--- src/sv/slpg_pkg.sv ---
// ----------------------------------------------------------------------------
// slpg_pkg
// Shared types and constants for the status LED pattern generator.
// ----------------------------------------------------------------------------
package slpg_pkg;

	// status codes carried by each millisecond tick
	localparam logic [2:0] ST_INIT     = 3'd0;
	localparam logic [2:0] ST_NORMAL   = 3'd1;
	localparam logic [2:0] ST_WARNING  = 3'd2;
	localparam logic [2:0] ST_ERROR    = 3'd3;
	localparam logic [2:0] ST_CRITICAL = 3'd4;
	localparam logic [2:0] ST_AP       = 3'd5;
	localparam logic [2:0] ST_UPDATING = 3'd6;

	// configuration register indexes
	localparam int CFG_IDX_W = 3;
	localparam int CFG_DATA_W = 10;
	typedef logic [CFG_IDX_W-1:0] cfg_idx_t;
	typedef logic [CFG_DATA_W-1:0] cfg_data_t;

	localparam cfg_idx_t REG_ENABLE       = 3'd0;
	localparam cfg_idx_t REG_FAST_HALF    = 3'd1;
	localparam cfg_idx_t REG_SLOW_HALF    = 3'd2;
	localparam cfg_idx_t REG_CRIT_HALF    = 3'd3;
	localparam cfg_idx_t REG_UPD_HALF     = 3'd4;
	localparam cfg_idx_t REG_BREATH_STEP  = 3'd5;
	localparam cfg_idx_t REG_BREATH_INTVL = 3'd6;

	typedef logic [9:0] half_t;
	typedef logic [7:0] duty_t;

	// reset values
	localparam half_t RST_FAST_HALF    = 10'd100;
	localparam half_t RST_SLOW_HALF    = 10'd500;
	localparam half_t RST_CRIT_HALF    = 10'd100;
	localparam half_t RST_UPD_HALF     = 10'd200;
	localparam duty_t RST_BREATH_STEP  = 8'd5;
	localparam half_t RST_BREATH_INTVL = 10'd10;
	localparam half_t RST_HALF_PERIOD  = 10'd500;
	localparam duty_t DUTY_MAX         = 8'd255;

endpackage

--- src/sv/slpg_if.sv ---
// ----------------------------------------------------------------------------
// slpg channel interfaces
// Valid/ready channels for status ticks, LED drive results and register writes.
// ----------------------------------------------------------------------------
interface slpg_status_if;
	logic       valid;
	logic       ready;
	logic [2:0] status_code;

	modport source (output valid, output status_code, input ready);
	modport sink (input valid, input status_code, output ready);
endinterface

interface slpg_result_if;
	logic       valid;
	logic       ready;
	logic       pin_is_pwm;
	logic       pin_level;
	logic [7:0] duty;

	modport source (output valid, output pin_is_pwm, output pin_level, output duty, input ready);
	modport sink (input valid, input pin_is_pwm, input pin_level, input duty, output ready);
endinterface

interface slpg_cfg_if;
	logic                        valid;
	logic                        ready;
	logic [slpg_pkg::CFG_IDX_W-1:0]  index;
	logic [slpg_pkg::CFG_DATA_W-1:0] data;

	modport source (output valid, output index, output data, input ready);
	modport sink (input valid, input index, input data, output ready);
endinterface

--- src/sv/status_led_pattern_generator.sv ---
// ----------------------------------------------------------------------------
// status_led_pattern_generator
// Turns millisecond status ticks into an LED drive: blink, solid or breathing.
// ----------------------------------------------------------------------------
//  channel   role    payload
//  status    sink    status_code (one transaction per millisecond tick)
//  result    source  pin_is_pwm, pin_level, duty (one per tick)
//  cfg       sink    index, data (register write, always ready)
//
//  One tick per clock cycle while status.ready is high; its result is in the
//  output register on the next cycle. The pattern state updates in the accepting cycle.
//  Reset sets config registers, pattern state and result valid to power-up values, not the payload.
//  status.ready drops only while a result waits unread in the output register.
// ----------------------------------------------------------------------------
module status_led_pattern_generator #(
	parameter int COUNT_BITS = 11
) (
	input  logic clk,
	input  logic arst_n,
	slpg_status_if.sink   status,
	slpg_result_if.source result,
	slpg_cfg_if.sink      cfg
);
	import slpg_pkg::*;

	localparam int CMP_W = (COUNT_BITS > 10) ? COUNT_BITS : 10;
	localparam logic [COUNT_BITS-1:0] ELAPSED_MAX = {COUNT_BITS{1'b1}};

	// configuration registers
	logic  en_q;
	half_t fast_half_q, slow_half_q, crit_half_q, upd_half_q, breath_intvl_q;
	duty_t breath_step_q;

	// pattern state
	logic [2:0]            last_code_q;
	logic [COUNT_BITS-1:0] elapsed_q;
	half_t                 half_period_q;
	logic                  led_flag_q;
	duty_t                 breath_level_q;
	logic                  rising_q;
	logic                  drive_pwm_q;
	logic                  drive_level_q;

	// output register
	logic  out_valid_q;
	logic  out_pwm_q;
	logic  out_level_q;
	duty_t out_duty_q;

	logic in_acc;

	// next-state values
	logic [2:0]            last_code_d;
	logic [COUNT_BITS-1:0] elapsed_d;
	half_t                 half_period_d;
	logic                  led_flag_d;
	duty_t                 breath_level_d;
	logic                  rising_d;
	logic                  drive_pwm_d;
	logic                  drive_level_d;

	assign status.ready = !out_valid_q || result.ready;
	assign in_acc = status.valid && status.ready;
	assign cfg.ready = 1'b1;

	always_ff @(posedge clk or negedge arst_n) begin
		if (!arst_n) begin
			en_q           <= 1'b1;
			fast_half_q    <= RST_FAST_HALF;
			slow_half_q    <= RST_SLOW_HALF;
			crit_half_q    <= RST_CRIT_HALF;
			upd_half_q     <= RST_UPD_HALF;
			breath_step_q  <= RST_BREATH_STEP;
			breath_intvl_q <= RST_BREATH_INTVL;
		end else if (cfg.valid) begin
			case (cfg.index)
				REG_ENABLE:       en_q           <= cfg.data[0];
				REG_FAST_HALF:    fast_half_q    <= cfg.data;
				REG_SLOW_HALF:    slow_half_q    <= cfg.data;
				REG_CRIT_HALF:    crit_half_q    <= cfg.data;
				REG_UPD_HALF:     upd_half_q     <= cfg.data;
				REG_BREATH_STEP:  breath_step_q  <= cfg.data[7:0];
				REG_BREATH_INTVL: breath_intvl_q <= cfg.data;
				default: ;
			endcase
		end
	end

	always_comb begin
		logic [2:0]            code;
		logic [COUNT_BITS-1:0] el;
		logic [8:0]            sum;

		code = status.status_code;
		last_code_d    = last_code_q;
		el             = elapsed_q;
		half_period_d  = half_period_q;
		led_flag_d     = led_flag_q;
		breath_level_d = breath_level_q;
		rising_d       = rising_q;
		drive_pwm_d    = drive_pwm_q;
		drive_level_d  = drive_level_q;
		sum = {1'b0, breath_level_q} + {1'b0, breath_step_q};

		if (en_q) begin
			if (el != ELAPSED_MAX) el = el + 1'b1;

			// load the new code's pattern
			if (code != last_code_q) begin
				last_code_d = code;
				case (code)
					ST_INIT, ST_ERROR: begin
						half_period_d = fast_half_q;
						el = '0;
					end
					ST_NORMAL: begin
						drive_pwm_d   = 1'b0;
						drive_level_d = 1'b1;
						led_flag_d    = 1'b1;
					end
					ST_WARNING: begin
						half_period_d = slow_half_q;
						el = '0;
					end
					ST_CRITICAL: begin
						half_period_d = crit_half_q;
						el = '0;
					end
					ST_AP: begin
						breath_level_d = '0;
						rising_d = 1'b1;
						el = '0;
						sum = {1'b0, breath_step_q};
					end
					ST_UPDATING: begin
						half_period_d = upd_half_q;
						el = '0;
					end
					default: ;
				endcase
			end

			// advance the current pattern
			if (code == ST_AP) begin
				if (CMP_W'(el) > CMP_W'(breath_intvl_q)) begin
					el = '0;
					drive_pwm_d = 1'b1;
					if (rising_d) begin
						if (sum >= {1'b0, DUTY_MAX}) begin
							breath_level_d = DUTY_MAX;
							rising_d = 1'b0;
						end else begin
							breath_level_d = sum[7:0];
						end
					end else if (breath_level_d >= breath_step_q) begin
						breath_level_d = breath_level_d - breath_step_q;
					end else begin
						breath_level_d = '0;
						rising_d = 1'b1;
					end
				end
			end else if (code == ST_NORMAL) begin
				if (!led_flag_d) begin
					led_flag_d    = 1'b1;
					drive_pwm_d   = 1'b0;
					drive_level_d = 1'b1;
				end
			end else if (CMP_W'(el) > CMP_W'(half_period_d)) begin
				el = '0;
				led_flag_d    = !led_flag_d;
				drive_pwm_d   = 1'b0;
				drive_level_d = led_flag_d;
			end
		end
		elapsed_d = el;
	end

	always_ff @(posedge clk or negedge arst_n) begin
		if (!arst_n) begin
			last_code_q    <= ST_INIT;
			elapsed_q      <= '0;
			half_period_q  <= RST_HALF_PERIOD;
			led_flag_q     <= 1'b0;
			breath_level_q <= '0;
			rising_q       <= 1'b1;
			drive_pwm_q    <= 1'b0;
			drive_level_q  <= 1'b0;
			out_valid_q    <= 1'b0;
		end else begin
			if (in_acc) begin
				last_code_q    <= last_code_d;
				elapsed_q      <= elapsed_d;
				half_period_q  <= half_period_d;
				led_flag_q     <= led_flag_d;
				breath_level_q <= breath_level_d;
				rising_q       <= rising_d;
				drive_pwm_q    <= drive_pwm_d;
				drive_level_q  <= drive_level_d;
				out_valid_q    <= 1'b1;
			end else if (result.ready) begin
				out_valid_q <= 1'b0;
			end
		end
	end

	// result payload, loaded with each tick
	always_ff @(posedge clk) begin
		if (in_acc) begin
			out_pwm_q   <= drive_pwm_d;
			out_level_q <= drive_pwm_d ? 1'b0 : drive_level_d;
			out_duty_q  <= drive_pwm_d ? breath_level_d : '0;
		end
	end

	assign result.valid      = out_valid_q;
	assign result.pin_is_pwm = out_pwm_q;
	assign result.pin_level  = out_level_q;
	assign result.duty       = out_duty_q;

	a_stall_blocks_input: assert property (@(posedge clk) disable iff (!arst_n)
		out_valid_q && !result.ready |-> !status.ready)
		else $error("tick accepted while result held");

	a_pwm_level_low: assert property (@(posedge clk) disable iff (!arst_n)
		out_valid_q && out_pwm_q |-> !out_level_q)
		else $error("digital level set during PWM drive");

	a_digital_duty_zero: assert property (@(posedge clk) disable iff (!arst_n)
		out_valid_q && !out_pwm_q |-> out_duty_q == '0)
		else $error("duty nonzero during digital drive");

	a_code_tracked: assert property (@(posedge clk) disable iff (!arst_n)
		in_acc && en_q |=> last_code_q == $past(status.status_code))
		else $error("last code not updated");

endmodule
--- src/flat_wrapper.sv ---
// flat-port wrapper written by rule: the top's interface ports become plain ports
module status_led_pattern_generator_flat import slpg_pkg::*;
#(
	parameter int COUNT_BITS = 11
)
  (clk, arst_n, status_valid, status_status_code, status_ready, result_valid, result_pin_is_pwm, result_pin_level, result_duty, result_ready, cfg_valid, cfg_index, cfg_data, cfg_ready);
  slpg_status_if status_i ();
  slpg_result_if result_i ();
  slpg_cfg_if cfg_i ();
  input  logic clk;
  input  logic arst_n;
  input wire logic [$bits(status_i.valid)-1:0] status_valid;
  input wire logic [$bits(status_i.status_code)-1:0] status_status_code;
  output wire logic [$bits(status_i.ready)-1:0] status_ready;
  output wire logic [$bits(result_i.valid)-1:0] result_valid;
  output wire logic [$bits(result_i.pin_is_pwm)-1:0] result_pin_is_pwm;
  output wire logic [$bits(result_i.pin_level)-1:0] result_pin_level;
  output wire logic [$bits(result_i.duty)-1:0] result_duty;
  input wire logic [$bits(result_i.ready)-1:0] result_ready;
  input wire logic [$bits(cfg_i.valid)-1:0] cfg_valid;
  input wire logic [$bits(cfg_i.index)-1:0] cfg_index;
  input wire logic [$bits(cfg_i.data)-1:0] cfg_data;
  output wire logic [$bits(cfg_i.ready)-1:0] cfg_ready;
  assign status_i.valid = status_valid;
  assign status_i.status_code = status_status_code;
  assign status_ready = status_i.ready;
  assign result_valid = result_i.valid;
  assign result_pin_is_pwm = result_i.pin_is_pwm;
  assign result_pin_level = result_i.pin_level;
  assign result_duty = result_i.duty;
  assign result_i.ready = result_ready;
  assign cfg_i.valid = cfg_valid;
  assign cfg_i.index = cfg_index;
  assign cfg_i.data = cfg_data;
  assign cfg_ready = cfg_i.ready;
  status_led_pattern_generator #(.COUNT_BITS(COUNT_BITS)) u_core (.clk(clk), .arst_n(arst_n), .status(status_i), .result(result_i), .cfg(cfg_i));
endmodule
--- config.mk ---
export PLATFORM = sky130hd
export DESIGN_NAME = status_led_pattern_generator_flat
export DESIGN_NICKNAME = d
export VERILOG_FILES = /design/src/sv/slpg_pkg.sv /design/src/sv/slpg_if.sv /design/src/sv/status_led_pattern_generator.sv /design/src/flat_wrapper.sv
export SDC_FILE = /design/constraint.sdc
export NUM_CORES = 1
export LEC_CHECK = 0
export BUFFER_PORTS_ARGS = -buffer_cell sky130_fd_sc_hd__buf_4
export CAP_MARGIN = 10
export CORE_UTILIZATION = 44
export CTS_CLUSTER_DIAMETER = 200
export DETAILED_ROUTE_END_ITERATION = 12
export PLACE_DENSITY = 0.57
export SLEW_MARGIN = 20
export SYNTH_ARGS = -nofsm -noshare
export SYNTH_HDL_FRONTEND = slang
export SYNTH_SLANG_ARGS = --single-unit
export TNS_END_PERCENT = 30
--- constraint.sdc ---
create_clock -name clk -period 7.6 [get_ports clk]
set_input_delay 0.38 -clock clk [delete_from_list [all_inputs] [get_ports clk]]
set_output_delay 0.38 -clock clk [all_outputs]
set_load 0.05 [all_outputs]
==> flow_summary.toml <==
[outcome]
status = "completed"

[cts]
cts_hold_buf = 1
insertion_delay_ns = 0.35
cts_max_path_buffers = 2
root_buffer = "clkbuf_16"
cts_tree = "done"
cts_inserted_buffers = 9
clock-sinks = 106
cts_htree_levels = 3
path_clk_slew_ns = 0.07
ctsResizeCount = 0
post_cts_buffers = 0

[die]
row_count = 44
start_util_pct = 45.0
core-area_mm2 = 0.0145
die_area_mm2 = 0.0153
pin_count = 34
fp.dieH_um = 124
die_width_um = 124

[power_and_ir_drop]
leakagePower_nw = 3.09
irDropWorstVdd_uv = 125
swShare_pct = 32.7
pwr-share-clk_pct = 26.1
power_density_mw_per_mm2 = 241
p_sw_mw = 0.569
p_int_mw = 1.17
comb_power_share_pct = 28.1
power_frac_seq_pct = 45.9

[timing]
drv_slew = 0
setup_tns_ns = 0
fin_skew_ns = 0.00768
rsz0062_at_grt = "false"
slew_headroom_pct = 39.4
hold_viol_final = 0
setup_viol = 0
final.period_utilization_pct = 54.1
worstMarginPinSlew_ns = 0.909
hold_ws_ns = 0.235
fin_crit_ns = 4.12
max_freq_mhz = 243

[route]
ant_nets = 0
post_drt_wl_per_cell_um = 18.0
vias = 4908
vias_per_cell = 5.80
drcViolationCount = 0
drtIter0Drc = 286
routed_wl_mm = 15.2
dr.pass1.iters = 5

[layout]
fill_cells = 1369
drive_gt1_share_pct = 25.5
areaGrowthSynthToFinish_pct = 10.8
diodes = 0
nNetsFinal = 717
final_core_utilization_pct = 49.9

[synth]
synth_top_area_cell = "dfrtp_1"
synth.area.top_cells = "dfrtp_1 26%, mux2_2 13%, dfstp_2 11%, ha_1 7.1%, edfxtp_1 4.6%"
synthTopCellsByCount = "73 x mux2_2, 69 x dfrtp_1, 58 x nand2_1, 44 x o21ai_0, 37 x ha_1"
syn_nets = 691
synth-edff-count = 10
synth_warnings = 0
synthDistinctLibCells = 71
yosys.area.top_type_share_pct = 26.5
seq_area_frac_synth_pct = 42.0
ys_seq_elements = 106
syn-cell-area_mm2 = 0.00652
async_reset_ff_share_pct = 90.6
synth.most_common_cell = "mux2_2"
ys.flop_type = "dfrtp_1"
syn_inst = 631
avgSynthCellArea_um2 = 10.3

[placed_design]
port_buffers = 32
gp_congestion = 0.837
dp_hpwl_mm = 11.7

[critical_path]
critPathMaxFanout = 10
end_kind = "register"
critPathArrivalTime_ns = 4.23
required_ns = 7.71
cp_slowest_stage_delay_ns = 0.68
crit_top_cell = "a211oi_1"
worst_setup_path_start_kind = "register"
path_cells = "and4_1 > and3_1 > nand3_1 > a211oi_1 > ha_1 > a21oi_1 > a211oi_1 > or3_1 > a22oi_2 > o311a_4 > clkinv_2 > o21a_1"
cp_slowest_cell = "a211oi_1"
crit_type = "register to register"

[global_route]
grt.total_usage_pct = 21.6
grt_pass1_vias = 4618
grt-ovfl-total = 0
busiest_layer = "met1"
grt_max_degree = 74
use_met3_pct = 4.49
gr-usage-met2_pct = 31.4
antenna_found_initial = 0
grt_use_met1_pct = 32.8
grt_first_pass_wirelength_mm = 24.8

[flow_run]
cap_viol_max_count = 0

[worst_hold_path]
min_path_type = "input port to register"
-- layout make-up --
cell class              instances  area [um^2]  share of cell area, %
multi-input cells             472         3570                   49.4
clock inverters                 5         43.8                  0.607
clock buffers                  11          243                   3.36
repair buffers                 37          280                   3.88
inverters                      31          118                   1.63
flip-flops and latches        106         2740                   37.9
well taps                     184          230                   3.19
-- registers in the layout, summed over array words and instances (netlist names), 3 cells and up --
register	cells
u_core.crit_half_q	10
u_core.breath_intvl_q	10
u_core.fast_half_q	10
u_core.breath_level_q	8
u_core.half_period_q	10
u_core.last_code_q	3
u_core.slow_half_q	10
u_core.upd_half_q	10
u_core.elapsed_q	11
u_core.breath_step_q	8
u_core.result.duty	8
-- per-layer routing --
metal	routed length [um]	up-vias
met2	6620	111
met1	7820	2409
met5	0	-
met3	681	11
li1	-	2377
met4	125	0
-- stage by stage --
stage	setup WS (ns)	cell area [um^2]	instances	power [mW]
2_1_floorplan	4.20	6520	631	1.15
3_5_place_dp	3.28	6920	829	1.29
5_1_grt	3.22	7220	846	1.86
4_1_cts	3.43	7220	846	1.76
6_report	3.48	7220	846	1.74
3_3_place_gp	3.42	6920	829	1.28
-- power groups by stage --
stage / registers [mW] / logic [mW] / clock network (mW)
floorplan: 0.790 / 0.361 / 0
global placement: 0.804 / 0.472 / 0
detailed placement: 0.806 / 0.485 / 0
CTS: 0.797 / 0.488 / 0.470
global route: 0.817 / 0.548 / 0.494
finish: 0.799 / 0.489 / 0.454
-- critical path, delay by kind of cell (launching register included) --
family,cells,cell delay (ns)
and+or+nand+nor,4,1.23
buffers and inverters,1,0.07
adders and majority gates,1,0.38
AOI/OAI and AO/OA,6,1.74
DFF,1,0.46
-- kinds of logic (layout without fill, tap and decap cells) --
group | count (synthesis) | count (layout) | synth area share, %
buf+inv | 53 | 84 | 3.30
other cells | 1 | 1 | 0.0575
flops | 106 | 106 | 42.0
mux | 78 | 78 | 13.4
xor+xnor | 18 | 18 | 2.42
simple gates | 179 | 179 | 14.5
fa+ha+maj | 39 | 39 | 7.72
compound gates | 157 | 157 | 16.6
-- cell usage in the layout (no fill, tap or decap), drive strengths merged, types with 6 or more instances in the layout --
master and count:
a22o 10, nor2 29, clkbuf 11, dfstp 27
inv 34, a22oi 12, nor3 9, nand4 6
nor2b 8, o221ai 9, nand2b 11, and3 7
and2 12, xnor2 6, ha 37, nand2 58
a21oi 31, nand3 15, buf 36, xor2 12
dfrtp 69, edfxtp 10, o211ai 13, mux2 73
o21ai 45
-- path summary, 6_finish.rpt --
kind	depth (start not counted)	to	from	slack (ns)
setup / recovery	12	u_core.result.duty[7]$_SDFFCE_PN0P_	u_core.elapsed_q[3]$_DFFE_PN0P_	3.48
hold / removal	2	u_core.result.valid$_DFFE_PN0P_	status_valid	0.23
setup reg to reg	12	u_core.result.duty[7]$_SDFFCE_PN0P_	u_core.elapsed_q[3]$_DFFE_PN0P_	3.48
hold reg to reg	2	u_core.half_period_q[5]$_DFFE_PN1P_	u_core.half_period_q[5]$_DFFE_PN1P_	0.48
max in group asynchronous	3	u_core.crit_half_q[9]$_DFFE_PN0P_	arst_n	5.92
min in group asynchronous	2	u_core.result.valid$_DFFE_PN0P_	arst_n	0.47
No activity file was read; power rests on OpenSTA's default activity.
